[config.mk]
export PLATFORM = sky130hd
export DESIGN_NAME = byte_machine_execute_unit
export DESIGN_NICKNAME = d
export VERILOG_FILES = /design/src/design/bmeu_pkg.sv /design/src/design/byte_machine_execute_unit.sv
export SDC_FILE = /design/constraint.sdc
export NUM_CORES = 2
export LEC_CHECK = 0
export BUFFER_PORTS_ARGS = -buffer_cell sky130_fd_sc_hd__buf_2
export CORE_ASPECT_RATIO = 0.6
export CORE_MARGIN = 4
export CORE_UTILIZATION = 30
export CTS_CLUSTER_SIZE = 24
export DETAILED_ROUTE_END_ITERATION = 6
export PLACE_DENSITY = 0.46
export SYNTH_ARGS = -nofsm -noshare
export SYNTH_HDL_FRONTEND = slang
export SYNTH_SLANG_ARGS = --single-unit
[constraint.sdc]
create_clock -name clock -period 20.3 [get_ports clock]
set_input_delay 1.015 -clock clock [delete_from_list [all_inputs] [get_ports clock]]
set_output_delay 1.015 -clock clock [all_outputs]
set_load 0.01 [all_outputs]
[src/design/bmeu_pkg.sv]
// Package for the byte machine execute unit: operation codes, sizes and the
// 8-bit float adder used in the execute stage.
// Depends on nothing; the top level refers to it by scoped names.
`default_nettype none

package bmeu_pkg;

   localparam int unsigned REG_COUNT   = 16;
   localparam int unsigned REG_AW      = 4;
   localparam int unsigned MEM_DEPTH   = 256;
   localparam int unsigned BYTE_VALUES = 256;

   localparam logic [3:0] OP_LDMEM = 4'd0;
   localparam logic [3:0] OP_LDIMM = 4'd1;
   localparam logic [3:0] OP_STORE = 4'd2;
   localparam logic [3:0] OP_MOVE  = 4'd3;
   localparam logic [3:0] OP_ADD   = 4'd4;
   localparam logic [3:0] OP_FADD  = 4'd5;
   localparam logic [3:0] OP_OR    = 4'd6;
   localparam logic [3:0] OP_AND   = 4'd7;
   localparam logic [3:0] OP_XOR   = 4'd8;
   localparam logic [3:0] OP_ROR   = 4'd9;
   localparam logic [3:0] OP_JEQ   = 4'd10;
   localparam logic [3:0] OP_HALT  = 4'd11;
   localparam logic [3:0] OP_JGT   = 4'd12;

   typedef logic [7:0] byte_type;

   // Adds two 8-bit floats (sign, excess-4 exponent, four mantissa bits with a
   // hidden one). The exact sum is truncated towards zero, tiny sums flush to
   // zero and large ones saturate at the largest magnitude of their sign.
   function automatic byte_type float_add(input byte_type a, input byte_type b);
      logic [11:0] mag_a;
      logic [11:0] mag_b;
      logic [12:0] mag;
      logic        neg;
      logic [3:0]  lead;
      logic [3:0]  shift;
      logic [12:0] norm;
      byte_type    res;
      mag_a = 12'({1'b1, a[3:0]}) << a[6:4];
      mag_b = 12'({1'b1, b[3:0]}) << b[6:4];
      if (a[7] == b[7]) begin
         mag = {1'b0, mag_a} + {1'b0, mag_b};
         neg = a[7];
      end else if (mag_a >= mag_b) begin
         mag = {1'b0, mag_a - mag_b};
         neg = a[7];
      end else begin
         mag = {1'b0, mag_b - mag_a};
         neg = b[7];
      end
      lead = 4'd0;
      for (int i = 0; i < 13; i++) begin
         if (mag[i]) begin
            lead = 4'(i);
         end
      end
      shift = lead - 4'd4;
      norm  = mag >> shift;
      if (mag == 13'd0 || lead < 4'd4) begin
         res = 8'h00;
      end else if (lead > 4'd11) begin
         res = {neg, 7'h7F};
      end else begin
         res = {neg, shift[2:0], norm[3:0]};
      end
      return res;
   endfunction

endpackage

`default_nettype wire

[src/design/byte_machine_execute_unit.sv]
// Top level of the byte machine execute unit: register file, data memory,
// execute stage and result register. Depends on bmeu_pkg.
// An accepted request is registered into the execute stage, and its result is
// registered into the result register, which drives the outputs, when it leaves.
// One request per cycle unless the output stalls; the register file and the data
// memory are each read at the accept edge and written when the request leaves
// the execute stage, and a write at the same edge as the next read is forwarded.
// Reset clears the control state and the valid bits of both stores at once, so
// no clearing pass is needed and requests are taken as soon as reset is released.
`default_nettype none

module byte_machine_execute_unit #(
   parameter int unsigned MEM_DEPTH = bmeu_pkg::MEM_DEPTH
) (
   input  wire logic       clock,
   input  wire logic       reset,
   input  wire logic       req_valid,
   output logic            req_ready,
   input  wire logic [3:0] req_operation,
   input  wire logic [3:0] req_reg_r,
   input  wire logic [3:0] req_reg_s,
   input  wire logic [3:0] req_reg_t,
   input  wire logic [7:0] req_address_byte,
   input  wire logic [7:0] req_current_pc,
   output logic            rsp_valid,
   input  wire logic       rsp_ready,
   output logic [7:0]      rsp_next_pc,
   output logic            rsp_jump_taken,
   output logic            rsp_halted,
   output logic [7:0]      rsp_written_value
);

   localparam int unsigned MEM_AW = $clog2(MEM_DEPTH);
   localparam int unsigned REG_AW = bmeu_pkg::REG_AW;

   // Address wrap table: the byte address taken modulo the memory depth,
   // worked out while the design is elaborated.
   logic [MEM_AW-1:0] wrap_tab [bmeu_pkg::BYTE_VALUES];
   for (genvar g = 0; g < bmeu_pkg::BYTE_VALUES; g++) begin : g_wrap
      localparam int unsigned WRAPPED = g % MEM_DEPTH;
      assign wrap_tab[g] = MEM_AW'(WRAPPED);
   end

   // Storage. The register file has two read ports and one write port; the
   // data memory one of each. Each entry carries a valid bit which reset
   // clears, and an entry that was never written reads as zero.
   bmeu_pkg::byte_type rf_mem [bmeu_pkg::REG_COUNT];
   bmeu_pkg::byte_type dm_mem [MEM_DEPTH];
   logic [bmeu_pkg::REG_COUNT-1:0] rf_vld_ff;
   logic [MEM_DEPTH-1:0]           dm_vld_ff;

   // Execute stage registers.
   logic               s1_valid_ff;
   logic [3:0]         s1_op_ff;
   logic [REG_AW-1:0]  s1_r_ff;
   logic [REG_AW-1:0]  s1_t_ff;
   logic [REG_AW-1:0]  s1_ra_ff;
   logic [REG_AW-1:0]  s1_rb_ff;
   logic [MEM_AW-1:0]  s1_maddr_ff;
   logic [7:0]         s1_addr_ff;
   logic [7:0]         s1_pc_ff;
   bmeu_pkg::byte_type rf_qa_ff;
   bmeu_pkg::byte_type rf_qb_ff;
   bmeu_pkg::byte_type dm_q_ff;
   logic               rf_va_ff;
   logic               rf_vb_ff;
   logic               dm_v_ff;

   // Forwarding registers: the write that took place at the same edge as the
   // read of the request now in the execute stage.
   logic               fwd_rf_we_ff;
   logic [REG_AW-1:0]  fwd_rf_addr_ff;
   bmeu_pkg::byte_type fwd_rf_data_ff;
   logic               fwd_dm_we_ff;
   logic [MEM_AW-1:0]  fwd_dm_addr_ff;
   bmeu_pkg::byte_type fwd_dm_data_ff;

   // Result register.
   logic               rsp_valid_ff;
   logic [7:0]         rsp_next_pc_ff;
   logic               rsp_jump_taken_ff;
   logic               rsp_halted_ff;
   bmeu_pkg::byte_type rsp_written_value_ff;

   logic               accept;
   logic               s1_fire;
   logic [REG_AW-1:0]  rd_addr_a;
   logic [REG_AW-1:0]  rd_addr_b;
   logic [MEM_AW-1:0]  rd_maddr;

   bmeu_pkg::byte_type opa;
   bmeu_pkg::byte_type opb;
   bmeu_pkg::byte_type opm;
   logic [15:0]        rot_word;

   logic               ex_rf_we;
   logic [REG_AW-1:0]  ex_rf_addr;
   logic               ex_dm_we;
   logic [7:0]         ex_next_pc;
   logic               ex_jump;
   logic               ex_halt;
   bmeu_pkg::byte_type ex_value;
   logic               wb_rf_we;
   logic               wb_dm_we;

   // Handshake. The execute stage moves on whenever the result register is
   // empty or being emptied, so a request is taken while a finished result
   // still waits at the output.
   assign s1_fire   = s1_valid_ff && (!rsp_valid_ff || rsp_ready);
   assign req_ready = !s1_valid_ff || s1_fire;
   assign accept    = req_valid && req_ready;

   // Read port selection. Port A carries S for the operations that read S,
   // and R otherwise; port B carries T, or register 0 for the jumps.
   always_comb begin
      case (req_operation) inside
         bmeu_pkg::OP_MOVE, bmeu_pkg::OP_ADD, bmeu_pkg::OP_FADD,
         bmeu_pkg::OP_OR, bmeu_pkg::OP_AND, bmeu_pkg::OP_XOR: begin
            rd_addr_a = req_reg_s;
         end
         default: begin
            rd_addr_a = req_reg_r;
         end
      endcase
      case (req_operation) inside
         bmeu_pkg::OP_JEQ, bmeu_pkg::OP_JGT: begin
            rd_addr_b = '0;
         end
         default: begin
            rd_addr_b = req_reg_t;
         end
      endcase
   end

   assign rd_maddr = wrap_tab[req_address_byte];

   // Register file and data memory: synchronous read on accept, write when
   // the request in the execute stage leaves it.
   always_ff @(posedge clock) begin
      if (wb_rf_we) begin
         rf_mem[ex_rf_addr] <= ex_value;
      end
      if (accept) begin
         rf_qa_ff <= rf_mem[rd_addr_a];
         rf_qb_ff <= rf_mem[rd_addr_b];
      end
   end

   always_ff @(posedge clock) begin
      if (wb_dm_we) begin
         dm_mem[s1_maddr_ff] <= ex_value;
      end
      if (accept) begin
         dm_q_ff <= dm_mem[rd_maddr];
      end
   end

   // Valid bits for both stores.
   always_ff @(posedge clock) begin
      if (reset) begin
         rf_vld_ff <= '0;
         dm_vld_ff <= '0;
      end else begin
         if (wb_rf_we) begin
            rf_vld_ff[ex_rf_addr] <= 1'b1;
         end
         if (wb_dm_we) begin
            dm_vld_ff[s1_maddr_ff] <= 1'b1;
         end
      end
   end

   // Execute stage control and payload.
   always_ff @(posedge clock) begin
      if (reset) begin
         s1_valid_ff  <= 1'b0;
         fwd_rf_we_ff <= 1'b0;
         fwd_dm_we_ff <= 1'b0;
      end else begin
         if (accept) begin
            s1_valid_ff  <= 1'b1;
            fwd_rf_we_ff <= wb_rf_we;
            fwd_dm_we_ff <= wb_dm_we;
         end else if (s1_fire) begin
            s1_valid_ff <= 1'b0;
         end
      end
   end

   always_ff @(posedge clock) begin
      if (accept) begin
         s1_op_ff       <= req_operation;
         s1_r_ff        <= req_reg_r;
         s1_t_ff        <= req_reg_t;
         s1_ra_ff       <= rd_addr_a;
         s1_rb_ff       <= rd_addr_b;
         s1_maddr_ff    <= rd_maddr;
         s1_addr_ff     <= req_address_byte;
         s1_pc_ff       <= req_current_pc;
         rf_va_ff       <= rf_vld_ff[rd_addr_a];
         rf_vb_ff       <= rf_vld_ff[rd_addr_b];
         dm_v_ff        <= dm_vld_ff[rd_maddr];
         fwd_rf_addr_ff <= ex_rf_addr;
         fwd_rf_data_ff <= ex_value;
         fwd_dm_addr_ff <= s1_maddr_ff;
         fwd_dm_data_ff <= ex_value;
      end
   end

   // Operands: the forwarded write wins over the stored data, and an entry
   // never written reads as zero.
   always_comb begin
      if (fwd_rf_we_ff && fwd_rf_addr_ff == s1_ra_ff) begin
         opa = fwd_rf_data_ff;
      end else begin
         opa = rf_va_ff ? rf_qa_ff : 8'h00;
      end
      if (fwd_rf_we_ff && fwd_rf_addr_ff == s1_rb_ff) begin
         opb = fwd_rf_data_ff;
      end else begin
         opb = rf_vb_ff ? rf_qb_ff : 8'h00;
      end
      if (fwd_dm_we_ff && fwd_dm_addr_ff == s1_maddr_ff) begin
         opm = fwd_dm_data_ff;
      end else begin
         opm = dm_v_ff ? dm_q_ff : 8'h00;
      end
   end

   assign rot_word = {opa, opa} >> s1_addr_ff[2:0];

   // Execute. Each operation gives the written byte, the next program counter
   // and the write enables of the two stores.
   always_comb begin
      ex_rf_we   = 1'b0;
      ex_rf_addr = s1_r_ff;
      ex_dm_we   = 1'b0;
      ex_next_pc = s1_pc_ff;
      ex_jump    = 1'b0;
      ex_halt    = 1'b0;
      ex_value   = 8'h00;
      unique case (s1_op_ff)
         bmeu_pkg::OP_LDMEM: begin
            ex_value = opm;
            ex_rf_we = 1'b1;
         end
         bmeu_pkg::OP_LDIMM: begin
            ex_value = s1_addr_ff;
            ex_rf_we = 1'b1;
         end
         bmeu_pkg::OP_STORE: begin
            ex_value = opa;
            ex_dm_we = 1'b1;
         end
         bmeu_pkg::OP_MOVE: begin
            ex_value   = opa;
            ex_rf_addr = s1_t_ff;
            ex_rf_we   = 1'b1;
         end
         bmeu_pkg::OP_ADD: begin
            ex_value = opa + opb;
            ex_rf_we = 1'b1;
         end
         bmeu_pkg::OP_FADD: begin
            ex_value = bmeu_pkg::float_add(opa, opb);
            ex_rf_we = 1'b1;
         end
         bmeu_pkg::OP_OR: begin
            ex_value = opa | opb;
            ex_rf_we = 1'b1;
         end
         bmeu_pkg::OP_AND: begin
            ex_value = opa & opb;
            ex_rf_we = 1'b1;
         end
         bmeu_pkg::OP_XOR: begin
            ex_value = opa ^ opb;
            ex_rf_we = 1'b1;
         end
         bmeu_pkg::OP_ROR: begin
            ex_value = rot_word[7:0];
            ex_rf_we = 1'b1;
         end
         bmeu_pkg::OP_JEQ: begin
            if (opa == opb) begin
               ex_jump    = 1'b1;
               ex_next_pc = s1_addr_ff;
            end
         end
         bmeu_pkg::OP_HALT: begin
            ex_halt = 1'b1;
         end
         bmeu_pkg::OP_JGT: begin
            if ($signed(opa) > $signed(opb)) begin
               ex_jump    = 1'b1;
               ex_next_pc = s1_addr_ff;
            end
         end
         default: begin
            // Unused operation codes change nothing.
         end
      endcase
   end

   assign wb_rf_we = s1_fire && ex_rf_we;
   assign wb_dm_we = s1_fire && ex_dm_we;

   // Result register.
   always_ff @(posedge clock) begin
      if (reset) begin
         rsp_valid_ff <= 1'b0;
      end else if (s1_fire) begin
         rsp_valid_ff <= 1'b1;
      end else if (rsp_ready) begin
         rsp_valid_ff <= 1'b0;
      end
   end

   always_ff @(posedge clock) begin
      if (s1_fire) begin
         rsp_next_pc_ff       <= ex_next_pc;
         rsp_jump_taken_ff    <= ex_jump;
         rsp_halted_ff        <= ex_halt;
         rsp_written_value_ff <= ex_value;
      end
   end

   assign rsp_valid         = rsp_valid_ff;
   assign rsp_next_pc       = rsp_next_pc_ff;
   assign rsp_jump_taken    = rsp_jump_taken_ff;
   assign rsp_halted        = rsp_halted_ff;
   assign rsp_written_value = rsp_written_value_ff;

endmodule

`default_nettype wire

* After elaboration in Yosys (flattened, before gate mapping)
Memory sizes are Yosys's and may differ from the RTL's. A register that Yosys moved wholly into a read port is not among the register bits.
Cells that the tools add are included.
** Word-level totals
- Flip-flop bits (word level) :: 361
- Logic and storage cells :: 160
- Output and inout bits :: 20
- Latch bits :: 0
- Memories kept :: 3
- Memory bits (read-only) :: 2048
- Input port bits :: 36
- Memory bits (writable) :: 2176
** Operators by class
- Mux-type cells :: 59
- Add/subtract/negate cells :: 5
- Div/mod/pow operators :: 0
- Order comparisons :: 12
- Reductions and logical operators :: 22
- Equal/unequal tests :: 25
- Bitwise logic cells :: 6
- Multiply operators :: 0
- Shift-type cells :: 4
** Memory list
- (name not given) :: words 256, bits a word 8, read ports 1, clocked after memory_dff 0, write ports 0, line byte_machine_execute_unit.sv:135 : assign rd_maddr = wrap_tab[req_address_byte];
- dm_mem :: words 256, bits a word 8, read ports 1, clocked after memory_dff 1, write ports 1, line byte_machine_execute_unit.sv:48 : bmeu_pkg::byte_type dm_mem [MEM_DEPTH];
- rf_mem :: words 16, bits a word 8, read ports 2, clocked after memory_dff 2, write ports 1, line byte_machine_execute_unit.sv:47 : bmeu_pkg::byte_type rf_mem [bmeu_pkg::REG_COUNT];
** Operators by type and width (number)
- $or 256x256->256 :: 1
- $mux 8 :: 11
- $pmux 8 s9 :: 1
- $mux 4 :: 15
- $eq 4x3->1 const B :: 8
- $eq 4x4->1 const B :: 8
- $mux 13 :: 2
- $shl 5x3->12 :: 2
- $sub 12x12->12 :: 2
- $mux 1 :: 21
- $lt 8x9->1 const B :: 2
- $eq 8x8->1 :: 2
- $or 16x16->16 :: 1
- $pmux 8 s2 :: 1
- $shr 16x3->8 :: 1
- $lt 4x5->1 const B :: 3
- $add 12x12->13 :: 1
- $logic_not 13->1 :: 1
- $shr 13x4->4 :: 1
- $eq 4x2->1 const B :: 3
- $ge 12x12->1 :: 1
- $mux 12 :: 1
- $ge 9x9->1 const B :: 1
- $logic_and 1x1->1 :: 9
- other kinds (27) :: 34

* Depth between registers and ports, before layout
- Word-level depth :: 26
- Mapped depth :: 33
- Gate-level depth less buffers :: 29

* Worst setup path after synthesis
Ideal clock, no wire load.
- Kind :: register to register
- Start point :: reg fwd_rf_addr_ff[2]
- End point :: mem dm_mem[0][5] (netlist bit), data pin
- Arrival :: 16.636 ns
- Library setup time :: 2.327 ns
- Required time :: 17.973 ns
- Clock period less this slack :: 18.963 ns
- Setup slack :: 1.337 ns
- Cell stages (with the launch flop) :: 28
- Buffers on the path :: 3
- Cells stage by stage :: edfxtp_1 xor2_1 nor4_1 clkbuf_1 nand2_1 o21ai_1 clkinv_1 o21ai_0 o21ai_0 o21a_1 ha_1 buf_4 nor4bb_4 nor4b_4 a21oi_1 buf_6 a21boi_0 o311ai_1 a211oi_1 nand4bb_1 nand3_1 o21ai_2 inv_1 ha_1 nor3_1 o31a_1 inv_1 o21ai_0
** On the way
- Longest elaborated chain between the ends :: 25
- Elaborated cells between the ends (all ways) :: 42
- Those cells by class :: add/sub: 5; order compare: 3; eq/ne: 3; shift: 3; mux: 21; bitwise: 3; reduce/logical: 4
** Ends and longest elaborated chain
- start, declared :: line byte_machine_execute_unit.sv:72 : logic [REG_AW-1:0] fwd_rf_addr_ff;
- start signal, assigned :: line byte_machine_execute_unit.sv:203 : fwd_rf_addr_ff <= ex_rf_addr;
- $eq 4x4->1, on equally long branches :: line byte_machine_execute_unit.sv:218, byte_machine_execute_unit.sv:213
- $logic_and 1x1->1, on equally long branches :: line byte_machine_execute_unit.sv:218, byte_machine_execute_unit.sv:213
- $mux 8, on equally long branches :: line byte_machine_execute_unit.sv:218, byte_machine_execute_unit.sv:213
- $shl 5x3->12, on equally long branches :: line bmeu_pkg.sv:42, bmeu_pkg.sv:41
- $sub 12x12->12, or another cell as far along :: line bmeu_pkg.sv:50 : mag = {1'b0, mag_b - mag_a};
- $mux 12 :: line bmeu_pkg.sv:46 : end else if (mag_a >= mag_b) begin
- $mux 13 :: line bmeu_pkg.sv:43 : if (a[7] == b[7]) begin
- $mux 13 :: line byte_machine_execute_unit.sv:242 : unique case (s1_op_ff)
- $mux 1 :: line bmeu_pkg.sv:55 : if (mag[i]) begin
- $mux 4 (11 in series) :: line bmeu_pkg.sv:55
- $mux 4 :: line byte_machine_execute_unit.sv:242
- $sub 4x3->4, or another cell as far along :: line bmeu_pkg.sv:59 : shift = lead - 4'd4;
- $mux 7 / $logic_or 1x1->1 (equally long branches) :: line bmeu_pkg.sv:63, bmeu_pkg.sv:61
- $mux 8 :: line bmeu_pkg.sv:61 : if (mag == 13'd0 || lead < 4'd4) begin
- $pmux 8 s9 (*) :: line byte_machine_execute_unit.sv:242
- named net ex_value[5] :: line byte_machine_execute_unit.sv:102 : bmeu_pkg::byte_type ex_value;
- end, declared :: line byte_machine_execute_unit.sv:48
The timed path passes the listed nets; every way through them passes the cells marked *. The select of a mux whose other input is x is not followed.

* Worst setup path after layout
- Start point :: reg fwd_rf_addr_ff[0]
- End point :: mem dm_mem[214][2] (netlist bit), data pin
** On the way
- Longest elaborated chain between the ends :: 26
- Elaborated cells between the ends (all ways) :: 43
- Those cells by class :: add/sub: 5; order compare: 3; eq/ne: 3; shift: 4; mux: 21; bitwise: 3; reduce/logical: 4
** Ends and longest elaborated chain
- $eq 4x4->1, on equally long branches :: line byte_machine_execute_unit.sv:218, byte_machine_execute_unit.sv:213
- $logic_and 1x1->1, on equally long branches :: line byte_machine_execute_unit.sv:218, byte_machine_execute_unit.sv:213
- $mux 8, on equally long branches :: line byte_machine_execute_unit.sv:218, byte_machine_execute_unit.sv:213
- $shl 5x3->12, on equally long branches :: line bmeu_pkg.sv:42, bmeu_pkg.sv:41
- $sub 12x12->12, or another cell as far along :: line bmeu_pkg.sv:50
- $mux 12 :: line bmeu_pkg.sv:46
- $mux 13 :: line bmeu_pkg.sv:43
- $mux 13 :: line byte_machine_execute_unit.sv:242
- $mux 1 :: line bmeu_pkg.sv:55
- $mux 4 (11 in series) :: line bmeu_pkg.sv:55
- $mux 4 :: line byte_machine_execute_unit.sv:242
- $sub 4x3->4 :: line bmeu_pkg.sv:59
- $shr 13x4->4 :: line bmeu_pkg.sv:60 : norm = mag >> shift;
- $mux 7 :: line bmeu_pkg.sv:63 : end else if (lead > 4'd11) begin
- $mux 8 :: line bmeu_pkg.sv:61
- $pmux 8 s9 (*) :: line byte_machine_execute_unit.sv:242
- named net ex_value[2] :: line byte_machine_execute_unit.sv:102
Marks and branches as above.

==> results.md <==
- The number of nets in the final layout is 5876.
- The synthesized design contains 2277 enable-type register cells.
- The hold path depth is 1.
- In the final routed layout, each cell accounts on average for 28.4 um.
- The minimum hold slack is 0.298 ns.
- Buffers added to address setup during post-CTS repair amount to 0.
- The die is 765 um wide.
- The most used flip-flop cell after synthesis is sky130_fd_sc_hd__edfxtp_1.
- In this run the core area contains 166 standard-cell rows.
- Among all stages on the critical path, the largest delay is contributed by sky130_fd_sc_hd__buf_4.
- The worst setup path is of the reg -> reg kind.
- The placement-stage worst setup slack is 10.10 ns.
- The final period utilization is 50.6%.
- The most common cell after layout, fill and taps aside is sky130_fd_sc_hd__edfxtp_1.
- The global-route wire length before repair is 421 mm.
- The number of buffers inserted during clock tree synthesis is 231.
- The worst setup path is launched from a flop.
- The number of placed instances, taps included, is 10100.
- The final HPWL from detailed placement is 182 mm.
- The synthesized netlist occupies a cell area of 103000 sq um.
- Measured against its own limit, the worst slew margin works out to -2.88%.
- The number of distinct library cells after synthesis is 89.
- The number of flip-flops and latches in the synthesized netlist is 2553.
- The effective utilization at floorplan is 30.2%.
- The synthesized area divided by synthesized cell count is 18.2 sq um.
- TritonCTS built the clock tree.
- The checks that failed: max-slew violations.
- The via count of the first global-routing pass is 52900.
- During placement, the flow inserted port buffers numbering 55.
- The post-cts sizing count is 0.
- The terminus of the critical flop-to-flop path is dm_mem[214][2].
- The worst register-to-register path has a depth of 30.
- The flow ran to the end, but the final reports show violations.
- Between clock sinks in the finished design, the worst skew comes to 0.0745 ns.
- The clock-pin slew on the worst setup and hold paths is 0.08 ns.
- The weighted congestion at the end of routability-driven global placement is 0.841.
- The capturing element of the worst setup path is dm_mem[214][2].
- The clock sink count is 2553.
- For this block, the routed nets add up to 298 mm of wire.
- The final critical-path required period is 10.28 ns.
- The synthesized netlist cell count is 5680.
- During I/O placement, the number of pins put on the boundary was 56.
- The cell family with the largest share of critical-path delay is compound AO/OA/AOI/OAI gates.
- The tightest min-delay check is of the in -> reg type.
- Summed over all cells, the static leakage comes to 37.0 nW.
- For the pin with the worst max-slew slack, the measured transition is 1.54 ns.
- The total power per unit cell area is 102 nW/um^2.
- At the worst endpoint, the arrival time is 10.87 ns.
- Leaving out filler cells and counting taps, the final layout contains 10500.
- The die covers 354000 sq um.
- The largest single stage delay on the critical path is 0.90 ns.
- The critical path crosses 30 cells after its start point.
- The floorplan step set the die height to 462 um.
- The count of hold-fix buffers inserted at cts is 0.
- The number of max-cap violations is 0.
- The register-to-register setup slack is 10.02 ns.
- The fraction of registers with async set/reset is 0%.
- In this run the number of H-tree levels came out at 4.
- The final-report hold violation count is 0.
- The setup slack of the critical path after layout is 10.02 ns.
- Yosys printed 0 warnings.
- Leaving out fill and tap cells, the most frequent cells in the layout are sky130_fd_sc_hd__edfxtp_1, sky130_fd_sc_hd__nor2_1, sky130_fd_sc_hd__mux4_2.
- The top achievable clock speed is 97.3 MHz.
- Across every metal layer, demand over resource in global routing totals 16.5%.
- The number of slew-limit violations in the final report was 41.
- The pin count of the biggest net entering global routing is 215.
- The standard cell core area is 342000 sq um.
- The sequential cell area is 73900 sq um.
- The number of buffers and inverters on the critical path is 6.
- The synthesis-to-finish area growth is 13.3%.
- Using the TritonRoute via totals, the vias-per-cell ratio works out to 5.19.
- The fraction of final layout cells with drive strength greater than 1 is 23.9%.
- The final global-route overflow total is 0.
- Along the worst path, the maximum fanout reaches 88.
- Setup repair after global routing left no endpoint under its margin.
- The timing startpoint of the critical path is fwd_rf_addr_ff[0].
- The worst setup path is captured at a flop.
- The share of the yosys chip area belonging to registers is 71.6%.
- At the later pin of the worst-skew pair, clock insertion delay measures 0.91 ns.
- The multi-input combinational cells in the finished layout cover a total of 27900 sq um.
- In this run the critical register-to-register path is launched from fwd_rf_addr_ff[0].
- The required time at the endpoint of the critical path is 20.89 ns.
- The number of vias after detailed routing is 54500.
- The number of antenna violations at the first check in global routing is 44.
- IR analysis of the VDD net gives a maximum drop of 0.0999 mV.
- In this run the clock root is driven by a sky130_fd_sc_hd__clkbuf_16.
- After the first detailed-routing iteration, the DRC count stood at 6304.
- After routing, the total negative slack on setup checks comes to 0 ns.
- Counting the fill cells in the layout gives 32100.
- Once detail routing completed, the nets flagged for antenna violations numbered 0.
- Setup violations remaining at the end of the flow were counted as 0.
- For this run, design rule violations remaining after detail routing come to 0.
- Before antenna repair, the detailed router went through 7 iterations.
- In this run the deepest clock path goes through 4 buffers.
- When the netlist entered floorplanning its net count stood at 5780.
worst min path at each step:
| stage | start | endpoint | slack [ns] |
|---|---|---|---|
| after floorplan | s1_maddr_ff[3] | fwd_dm_addr_ff[3] | 0.42 |
| after global routing | req_current_pc[4] | s1_pc_ff[4] | 0.24 |
| after CTS | req_current_pc[7] | s1_pc_ff[7] | 0.22 |
| final | req_current_pc[7] | s1_pc_ff[7] | 0.30 |
| after detailed placement | dm_vld_ff[106] | dm_vld_ff[106] | 0.45 |
| after global placement | dm_vld_ff[78] | dm_vld_ff[78] | 0.44 |
power by group:
part | internal [mW] | switching, mW
clock | 2.55 | 2.00
sequential | 6.00 | 0.0123
combinational | 0.376 | 0.943
final cells by class:
type	instances	share of cell area [%]
Antenna cell	9	0.0193
Timing Repair Buffer	184	1.19
Clock inverter	113	1.11
Multi-Input combinational cell	2723	23.9
Inverter	83	0.268
Tap cell	4536	4.85
Sequential cell	2553	63.2
Clock buffer	312	5.46
cell families (layout without fill, tap and decap cells):
group | after synthesis | count (layout) | share of synthesized area [%]
muxes | 855 | 855 | 17.6
buffers and inverters | 404 | 692 | 1.51
AOI/OAI and AO/OA | 431 | 431 | 2.88
xor gates and xnor gates | 25 | 25 | 0.212
adders and majority gates | 64 | 64 | 0.805
other | 0 | 9 | 0
and+or+nand+nor | 1348 | 1348 | 5.35
DFF | 2553 | 2553 | 71.6
through the flow:
step / utilization (%) / total power [mW] / instance area (sq um)
3_5_place_dp: 32.0 / 7.45 / 109000
3_3_place_gp: 32.0 / 7.44 / 109000
2_1_floorplan: - / 7.05 / 103000
6_report: 34.2 / 11.9 / 117000
5_1_grt: 34.2 / 12.3 / 117000
4_1_cts: 34.2 / 12.0 / 117000
routing by layer:
metal	vias to the layer above	share of wire [%]	track usage, %
li1	22800	-	-
met1	29300	50	27.8
met2	2134	39	21.4
met3	323	8.8	3.58
met4	4	1.6	2.66
met5	-	0.0074	0
flip-flops by register name, indices dropped and copies added (netlist names), 8 cells and up:
register           cells
dm_q_ff                8
fwd_dm_addr_ff         8
rf_vld_ff             16
rf_qb_ff               8
s1_maddr_ff            8
s1_pc_ff               8
fwd_dm_data_ff         8
rsp_next_pc            8
rf_qa_ff               8
dm_vld_ff            256
rf_mem               128
dm_mem              2048
rsp_written_value      8
Yosys cell counts (7+ instances only):
master | instances | area [sq um]
sky130_fd_sc_hd__buf_2 | 9 | 45.0
sky130_fd_sc_hd__nor4_1 | 7 | 43.8
sky130_fd_sc_hd__nand4_1 | 10 | 62.6
sky130_fd_sc_hd__nand3_1 | 64 | 320
sky130_fd_sc_hd__nand2b_1 | 10 | 62.6
sky130_fd_sc_hd__nor2b_1 | 19 | 119
sky130_fd_sc_hd__a22oi_1 | 8 | 60.1
sky130_fd_sc_hd__clkbuf_1 | 232 | 871
sky130_fd_sc_hd__ha_1 | 60 | 751
sky130_fd_sc_hd__o211ai_1 | 7 | 52.6
sky130_fd_sc_hd__xnor2_1 | 10 | 87.6
sky130_fd_sc_hd__xor2_1 | 15 | 131
sky130_fd_sc_hd__nand2_1 | 293 | 1100
sky130_fd_sc_hd__o21ai_0 | 75 | 375
sky130_fd_sc_hd__a221oi_1 | 24 | 210
sky130_fd_sc_hd__o21ba_2 | 22 | 220
sky130_fd_sc_hd__mux2i_1 | 39 | 390
sky130_fd_sc_hd__dfxtp_1 | 276 | 5530
sky130_fd_sc_hd__a311oi_1 | 28 | 245
sky130_fd_sc_hd__a31oi_1 | 19 | 119
sky130_fd_sc_hd__o21ai_1 | 12 | 60.1
sky130_fd_sc_hd__mux4_2 | 766 | 17300
sky130_fd_sc_hd__buf_1 | 75 | 282
sky130_fd_sc_hd__nor3_1 | 22 | 110
sky130_fd_sc_hd__nor2_1 | 860 | 3230
sky130_fd_sc_hd__and3_1 | 30 | 188
sky130_fd_sc_hd__o21a_1 | 10 | 75.1
sky130_fd_sc_hd__inv_1 | 77 | 289
sky130_fd_sc_hd__mux2_2 | 47 | 529
sky130_fd_sc_hd__a21oi_1 | 112 | 561
sky130_fd_sc_hd__o22ai_1 | 20 | 125
sky130_fd_sc_hd__edfxtp_1 | 2277 | 68400
sky130_fd_sc_hd__o221ai_1 | 13 | 114
sky130_fd_sc_hd__a21o_1 | 14 | 105
Note: power is estimated with default switching activity, not from simulation.
